==> src/design/kslp_pkg.sv <==
// Package: shared types and constants for the short/long key press detector.
package kslp_pkg;

  localparam int NUM_KEYS  = 7;
  localparam int KEYS_W    = 7;
  localparam int CODE_W    = 3;
  localparam int TIMER_W   = 8;
  localparam int CFG_IDX_W = 2;

  localparam logic [TIMER_W-1:0] TIMER_MAX = '1;

  // Item kinds
  localparam logic KIND_TICK = 1'b0;
  localparam logic KIND_SCAN = 1'b1;

  // Register indexes
  localparam logic [CFG_IDX_W-1:0] REG_SHORT_MIN = 2'd0;
  localparam logic [CFG_IDX_W-1:0] REG_SHORT_MAX = 2'd1;
  localparam logic [CFG_IDX_W-1:0] REG_LONG      = 2'd2;

  // Register reset values
  localparam logic [TIMER_W-1:0] SHORT_MIN_RST = 8'd1;
  localparam logic [TIMER_W-1:0] SHORT_MAX_RST = 8'd6;
  localparam logic [TIMER_W-1:0] LONG_RST      = 8'd8;

  typedef struct packed {
    logic [TIMER_W-1:0] short_min_ticks;
    logic [TIMER_W-1:0] short_max_ticks;
    logic [TIMER_W-1:0] long_ticks;
  } cfg_t;

endpackage

==> src/design/kslp_intf.sv <==
// Interfaces: item, result and configuration channels.
interface kslp_item_if;
  logic                        valid;
  logic                        ready;
  logic                        kind;
  logic [kslp_pkg::KEYS_W-1:0] keys_n;

  modport source (output valid, kind, keys_n, input ready);
  modport sink (input valid, kind, keys_n, output ready);
endinterface

interface kslp_result_if;
  logic                        valid;
  logic                        ready;
  logic [kslp_pkg::CODE_W-1:0] key_code;
  logic                        long_press;

  modport source (output valid, key_code, long_press, input ready);
  modport sink (input valid, key_code, long_press, output ready);
endinterface

interface kslp_cfg_if;
  logic                           valid;
  logic                           ready;
  logic [kslp_pkg::CFG_IDX_W-1:0] index;
  logic [kslp_pkg::TIMER_W-1:0]   data;

  modport source (output valid, index, data, input ready);
  modport sink (input valid, index, data, output ready);
endinterface

==> src/design/kslp_cfg_regs.sv <==
// Configuration registers: press window bounds and long press threshold.
module kslp_cfg_regs (
  input  logic                           clk,
  input  logic                           rst,
  input  logic                           wr_en,
  input  logic [kslp_pkg::CFG_IDX_W-1:0] wr_index,
  input  logic [kslp_pkg::TIMER_W-1:0]   wr_data,
  output kslp_pkg::cfg_t                 cfg
);

  always_ff @(posedge clk) begin
    if (rst) begin
      cfg.short_min_ticks <= kslp_pkg::SHORT_MIN_RST;
      cfg.short_max_ticks <= kslp_pkg::SHORT_MAX_RST;
      cfg.long_ticks      <= kslp_pkg::LONG_RST;
    end else if (wr_en) begin
      case (wr_index)
        kslp_pkg::REG_SHORT_MIN: cfg.short_min_ticks <= wr_data;
        kslp_pkg::REG_SHORT_MAX: cfg.short_max_ticks <= wr_data;
        kslp_pkg::REG_LONG:      cfg.long_ticks      <= wr_data;
        default: ;  // drop writes to unmapped indexes
      endcase
    end
  end

endmodule

==> src/design/kslp_core.sv <==
// Press tracking state and short/long classification for one item per cycle while go is high.
module kslp_core #(
  parameter int NUM_KEYS = kslp_pkg::NUM_KEYS
) (
  input  logic                        clk,
  input  logic                        rst,
  input  logic                        go,
  input  logic                        kind,
  input  logic [kslp_pkg::KEYS_W-1:0] keys_n,
  input  kslp_pkg::cfg_t              cfg,
  output logic                        res_valid,
  output logic [kslp_pkg::CODE_W-1:0] res_code,
  output logic                        res_long
);

  logic                         tracking, tracking_next;
  logic [kslp_pkg::CODE_W-1:0]  held_key, held_key_next;
  logic [kslp_pkg::TIMER_W-1:0] press_timer, press_timer_next;
  logic                         timer_running, timer_running_next;
  logic [kslp_pkg::CODE_W-1:0]  code;

  // Lowest pressed key wins; keys at or above NUM_KEYS are ignored.
  always_comb begin
    code = '0;
    for (int i = NUM_KEYS - 1; i >= 0; i--) begin
      if (!keys_n[i]) begin
        code = kslp_pkg::CODE_W'(i + 1);
      end
    end
  end

  always_comb begin
    tracking_next      = tracking;
    held_key_next      = held_key;
    press_timer_next   = press_timer;
    timer_running_next = timer_running;
    res_valid          = 1'b0;
    res_code           = held_key;
    res_long           = 1'b0;
    if (kind == kslp_pkg::KIND_TICK) begin
      if (timer_running && press_timer != kslp_pkg::TIMER_MAX) begin
        press_timer_next = press_timer + 1'b1;
      end
    end else if (code == '0) begin
      // Full release: report a short press inside the open window.
      res_valid = (press_timer > cfg.short_min_ticks) &&
                  (press_timer < cfg.short_max_ticks) && (held_key != '0);
      tracking_next      = 1'b0;
      timer_running_next = 1'b0;
      press_timer_next   = '0;
    end else if (!tracking) begin
      held_key_next    = code;
      tracking_next    = 1'b1;
      press_timer_next = '0;
    end else if (code == held_key) begin
      timer_running_next = 1'b1;
      if (press_timer > cfg.long_ticks) begin
        press_timer_next = cfg.long_ticks;
        res_valid        = 1'b1;
        res_long         = 1'b1;
      end
    end
  end

  always_ff @(posedge clk) begin
    if (rst) begin
      tracking      <= 1'b0;
      held_key      <= '0;
      press_timer   <= '0;
      timer_running <= 1'b0;
    end else if (go) begin
      tracking      <= tracking_next;
      held_key      <= held_key_next;
      press_timer   <= press_timer_next;
      timer_running <= timer_running_next;
    end
  end

  a_run_needs_track: assert property (@(posedge clk) disable iff (rst)
    timer_running |-> tracking)
    else $error("timer running while no key is tracked");

  a_timer_idle_zero: assert property (@(posedge clk) disable iff (rst)
    (press_timer != '0) |-> tracking)
    else $error("press timer nonzero while idle");

  a_long_from_track: assert property (@(posedge clk) disable iff (rst)
    (go && res_valid && res_long) |=> (press_timer == $past(cfg.long_ticks)) && tracking)
    else $error("long press did not clamp the timer");

  a_tick_silent: assert property (@(posedge clk) disable iff (rst)
    (kind == kslp_pkg::KIND_TICK) |-> !res_valid)
    else $error("tick produced a result");

endmodule

==> src/design/key_short_long_press_detector_top.sv <==
// An item transferred into the input register gives its result at the output register
//   on the edge where the input stage advances; a stalled result side delays that edge.
// Throughput: one item per cycle while the result side takes each transfer.
// The tracking state is registered feedback updated on each advance, so every item sees the last.
// Reset (rst, synchronous, active high) clears tracking state and both stages
//   and loads the window registers with 1, 6 and 8.
module key_short_long_press_detector_top #(
  parameter int NUM_KEYS = kslp_pkg::NUM_KEYS
) (
  input logic          clk,
  input logic          rst,
  kslp_item_if.sink    items,
  kslp_result_if.source results,
  kslp_cfg_if.sink     cfg
);

  // Input stage: hold one item until the result register can take its outcome.
  logic                        s1_valid;
  logic                        s1_kind;
  logic [kslp_pkg::KEYS_W-1:0] s1_keys_n;
  logic                        s1_go;

  // Result stage.
  logic                        out_valid;
  logic [kslp_pkg::CODE_W-1:0] out_code;
  logic                        out_long;

  // Core outcome for the item in the input stage.
  logic                        res_valid;
  logic [kslp_pkg::CODE_W-1:0] res_code;
  logic                        res_long;

  kslp_pkg::cfg_t              cfg_regs;

  // The input stage advances when the result register is empty or draining,
  // so a stalled result never loses the next outcome.
  assign s1_go       = s1_valid && (!out_valid || results.ready);
  assign items.ready = !s1_valid || s1_go;
  assign cfg.ready   = 1'b1;

  always_ff @(posedge clk) begin
    if (rst) begin
      s1_valid <= 1'b0;
    end else if (items.ready) begin
      s1_valid <= items.valid;
    end
  end

  // Payload needs no reset; capture on every input transfer.
  always_ff @(posedge clk) begin
    if (items.valid && items.ready) begin
      s1_kind   <= items.kind;
      s1_keys_n <= items.keys_n;
    end
  end

  kslp_cfg_regs u_cfg_regs (
    .clk      (clk),
    .rst      (rst),
    .wr_en    (cfg.valid && cfg.ready),
    .wr_index (cfg.index),
    .wr_data  (cfg.data),
    .cfg      (cfg_regs)
  );

  kslp_core #(
    .NUM_KEYS (NUM_KEYS)
  ) u_core (
    .clk       (clk),
    .rst       (rst),
    .go        (s1_go),
    .kind      (s1_kind),
    .keys_n    (s1_keys_n),
    .cfg       (cfg_regs),
    .res_valid (res_valid),
    .res_code  (res_code),
    .res_long  (res_long)
  );

  // Result register: load on advance, drop after the transfer otherwise.
  always_ff @(posedge clk) begin
    if (rst) begin
      out_valid <= 1'b0;
    end else if (s1_go) begin
      out_valid <= res_valid;
    end else if (results.ready) begin
      out_valid <= 1'b0;
    end
  end

  always_ff @(posedge clk) begin
    if (s1_go && res_valid) begin
      out_code <= res_code;
      out_long <= res_long;
    end
  end

  assign results.valid      = out_valid;
  assign results.key_code   = out_code;
  assign results.long_press = out_long;

endmodule
==> src/flat_wrapper.sv <==
// flat-port wrapper written by rule: the top's interface ports become plain ports
module key_short_long_press_detector_top_flat 
#(
  parameter int NUM_KEYS = kslp_pkg::NUM_KEYS
)
  (clk, rst, items_valid, items_kind, items_keys_n, items_ready, results_valid, results_key_code, results_long_press, results_ready, cfg_valid, cfg_index, cfg_data, cfg_ready);
  kslp_item_if items_i ();
  kslp_result_if results_i ();
  kslp_cfg_if cfg_i ();
  input logic clk;
  input logic rst;
  input wire logic [$bits(items_i.valid)-1:0] items_valid;
  input wire logic [$bits(items_i.kind)-1:0] items_kind;
  input wire logic [$bits(items_i.keys_n)-1:0] items_keys_n;
  output wire logic [$bits(items_i.ready)-1:0] items_ready;
  output wire logic [$bits(results_i.valid)-1:0] results_valid;
  output wire logic [$bits(results_i.key_code)-1:0] results_key_code;
  output wire logic [$bits(results_i.long_press)-1:0] results_long_press;
  input wire logic [$bits(results_i.ready)-1:0] results_ready;
  input wire logic [$bits(cfg_i.valid)-1:0] cfg_valid;
  input wire logic [$bits(cfg_i.index)-1:0] cfg_index;
  input wire logic [$bits(cfg_i.data)-1:0] cfg_data;
  output wire logic [$bits(cfg_i.ready)-1:0] cfg_ready;
  assign items_i.valid = items_valid;
  assign items_i.kind = items_kind;
  assign items_i.keys_n = items_keys_n;
  assign items_ready = items_i.ready;
  assign results_valid = results_i.valid;
  assign results_key_code = results_i.key_code;
  assign results_long_press = results_i.long_press;
  assign results_i.ready = results_ready;
  assign cfg_i.valid = cfg_valid;
  assign cfg_i.index = cfg_index;
  assign cfg_i.data = cfg_data;
  assign cfg_ready = cfg_i.ready;
  key_short_long_press_detector_top #(.NUM_KEYS(NUM_KEYS)) u_core (.clk(clk), .rst(rst), .items(items_i), .results(results_i), .cfg(cfg_i));
endmodule
==> config.mk <==
export PLATFORM = sky130hd
export DESIGN_NAME = key_short_long_press_detector_top_flat
export DESIGN_NICKNAME = d
export VERILOG_FILES = /design/src/design/kslp_pkg.sv /design/src/design/kslp_intf.sv /design/src/design/kslp_cfg_regs.sv /design/src/design/kslp_core.sv /design/src/design/key_short_long_press_detector_top.sv /design/src/flat_wrapper.sv
export SDC_FILE = /design/constraint.sdc
export NUM_CORES = 1
export LEC_CHECK = 0
export ABC_AREA = 1
export BUFFER_PORTS_ARGS = -buffer_cell sky130_fd_sc_hd__buf_4
export CAP_MARGIN = 30
export CORE_MARGIN = 2
export CORE_UTILIZATION = 40
export DETAILED_ROUTE_END_ITERATION = 8
export HOLD_SLACK_MARGIN = 0.03
export PLACE_DENSITY = 0.56
export SETUP_SLACK_MARGIN = 0.3
export SLEW_MARGIN = 5
export SYNTH_ARGS = -nofsm -noshare
export SYNTH_HDL_FRONTEND = slang
export SYNTH_SLANG_ARGS = --single-unit
==> constraint.sdc <==
create_clock -name clk -period 5.6 [get_ports clk]
set_input_delay 0.28 -clock clk [delete_from_list [all_inputs] [get_ports clk]]
set_output_delay 0.28 -clock clk [all_outputs]
set_load 0.01 [all_outputs]
==> metrics.md <==
| Metric | Value |
|---|---|
| GRT overflow | `0` |
| Layout net count | `426` |
| DRC viols | `0` |
| Final hold violation count | `0` |
| Ys flop type | `dfxtp_1` |
| Initial core utilization | `0.412` |
| Worst r2r src | `u_core.u_core.press_timer[3]` |
| CTS tree | `done` |
| Setup violations, final | `0` |
| Number of synthesized flops with an enable pin | `12` |
| Yosys reg bits | `51` |
| HPWL after DPL | `4570 um` |
| # IOs | `30` |
| Buf/Inv on CP | `2` |
| GP Congestion | `0.813` |
| Synth unique cells | `33` |
| Chip Height | `87.7 um` |
| Yosys warning count | `0` |
| CP delay by family, top | `flip-flops` |
| Syn_nets | `399` |
| Global-route wire length before repair | `9970 um` |
| Worst EP arrival | `1.99 ns` |
| Sequential share of the synthesized area | `0.408` |
| Die ar. | `7680 um2` |
| Final Slew Violations | `0` |
| Most common cell after layout, fill and taps aside | `inv_1` |
| Critical Path Start Type | `flip-flop` |
| Largest net degree at the start of global routing | `30` |
| Crit end category | `flip-flop` |
| GRT Total Usage | `0.169` |
| Leak Pwr | `1.44 nW` |
| CTS buffer count | `5` |
| M1 GR Usage | `0.251` |
| Fin crit period | `1.97 ns` |
| DRT Pass-1 Iters | `4` |
| ANT cells | `0` |
| Highest-count cells in the layout ignoring fill and taps | `inv_1 (53), nand2_1 (52), dfxtp_1 (39)` |
| DRT iter0 DRCs | `106` |
| Row Count | `30` |
| Final Cycle Share | `0.352` |
| DRT Wirelength | `6030 um` |
| Antenna violations before repair | `0` |
| Synthesized area | `2800 um2` |
| Reg clk slew, reported paths | `0.09 ns` |
| Clock root buffer | `clkbuf_8` |
| Die width | `87.7 um` |
| H-tree depth | `2` |
| Post-route ant nets | `0` |
| Synth Instances | `352` |
| Slew of the pin with the lowest slew margin | `0.775 ns` |
| Worst-Skew Late Latency | `0.31 ns` |
| Worst path cell trace | `ha_1, nand2_1, inv_1, nand4_1, a21boi_1, nand4_1, nand2_1, nand2_2, inv_1` |
| Crit path launch | `u_core.u_core.press_timer[3]` |
| Setup Buffers After CTS | `0` |
| M2 GR Usage | `0.251` |
| Hold Path Class | `input port to flip-flop` |
| Clock sinks | `51` |
| Routed wire per std cell | `12.7 um` |
| Mapped Avg Cell Area | `7.95 um2` |
| Worst hold slack | `0.143 ns` |
| Input/output buffers | `28` |
| Async SR Flop Fraction | `0` |
| Vias | `2259` |
| Resized cells post-CTS | `0` |
| CTS Hold Buffers Added | `0` |
| Bufs on Longest Clock Path | `2` |
| Max Cap Viol | `0` |
| Share of cells above drive strength 1 | `0.163` |
| Worst Skew | `0.00831 ns` |
| Slew margin rel. | `0.483` |
| Vias per std cell | `4.75` |
| Worst VDD drop | `0.0987 mV` |
| Worst EP required | `5.62 ns` |
| CP max stage cell | `dfxtp_1` |
| Global routing's busiest layer | `met1` |
| Crit Path Max Fanout | `9` |
| Setup_tns | `0 ns` |
| PwrDens | `237 nW/um2` |
| Core box area | `6790 um2` |
| Largest stage delay on the critical path | `0.54 ns` |
| RSZ-0062 raised after global routing | `no` |
| Critical path class | `flip-flop to flip-flop` |
| Grt met3 use | `0.0283` |
| Area delta synth->final | `13.5%` |
| Vias in the first global route | `2059` |
| Outcome | `complete, no violations` |
| FMAX | `0.508 GHz` |
| Min-delay src | `items_keys_n[4]` |
[routing by layer]
metal	routed length, um	part of all wire
met1	3240	0.54
met2	2540	0.42
met3	166	0.028
met4	78	0.013
met5	0	0
[logic make-up after synthesis]
kind of cell | after synthesis | share of synthesized area
AOI/OAI and AO/OA | 85 | 0.169
xor gates and xnor gates | 1 | 0.00581
adders and majority gates | 24 | 0.107
buffers and inverters | 65 | 0.0921
DFF | 51 | 0.408
other | 1 | 0.00134
and+or+nand+nor | 125 | 0.216
[stage by stage]
| step | setup WS (ns) | area (um2) | std cells | power, W | util |
|---|---|---|---|---|---|
| detailed placement | 3.65 | 3100 | 468 | 0.000552 | 0.456 |
| global route | 3.41 | 3180 | 476 | 0.000799 | 0.468 |
| finish | 3.63 | 3180 | 476 | 0.000752 | 0.468 |
| global placement | 3.69 | 3100 | 468 | 0.000551 | 0.456 |
| CTS | 3.64 | 3180 | 476 | 0.000763 | 0.468 |
| floorplan | 3.82 | 2800 | 352 | 0.000510 | - |
[worst reg2reg max path, delay by kind of cell (launching register included)]
family,cells,cell delay [ns]
flip-flops,1,0.54
adder cells (fa/ha/maj),1,0.31
AND/OR/NAND/NOR,5,0.44
AO/OA/AOI/OAI,1,0.23
buffers and inverters,2,0.17
[cells in the mapped netlist, drive strengths merged, types with 2 or more instances]
| cell | count | area, um2 |
|---|---|---|
| dfxtp | 39 | 781 |
| o211ai | 5 | 37.5 |
| nor3 | 2 | 10.0 |
| a21boi | 2 | 15.0 |
| clkbuf | 7 | 26.3 |
| nand4 | 9 | 56.3 |
| nand3 | 16 | 95.1 |
| nand2 | 60 | 269 |
| o21bai | 8 | 60.1 |
| inv | 57 | 224 |
| o21ai | 35 | 175 |
| nor2 | 38 | 175 |
| a21oi | 31 | 159 |
| ha | 24 | 300 |
| edfxtp | 12 | 360 |
[final timing paths]
path	slack (ns)	endpoint	cells after the start
max reg2reg	3.63	u_core.results.key_code[0]	9
min reg2reg	0.47	u_core.u_cfg_regs.cfg[14]	2
min	0.14	u_core.s1_keys_n[4]	1
max	3.63	u_core.results.key_code[0]	9
[final cells by class]
class	count	area (um2)
Clock buffer	7	76.3
Clock inverter	1	5.00
Fill cell	656	3620
Inverter	57	224
Multi-Input combinational cell	236	1400
Sequential cell	51	1140
Tap cell	96	120
Timing Repair Buffer	28	210
[where the power goes]
group          total [W]  switching (W)  internal (W)
clock network   0.000209       0.000121     0.0000881
logic           0.000130      0.0000774     0.0000526
registers       0.000413      0.0000171      0.000396
[sequential cells by signal, indices dropped and copies added (netlist names)]
name and count:
u_core.u_core.press_timer 8, u_core.results.key_code 3, u_core.s1_keys_n 7, u_core.results.valid 1, u_core.s1_kind 1, u_core.u_cfg_regs.cfg 24
u_core.u_core.res_code 3, u_core.u_core.timer_running 1, u_core.results.long_press 1, u_core.u_core.tracking 1, u_core.s1_valid 1
No activity file was read; power rests on OpenSTA's default activity.
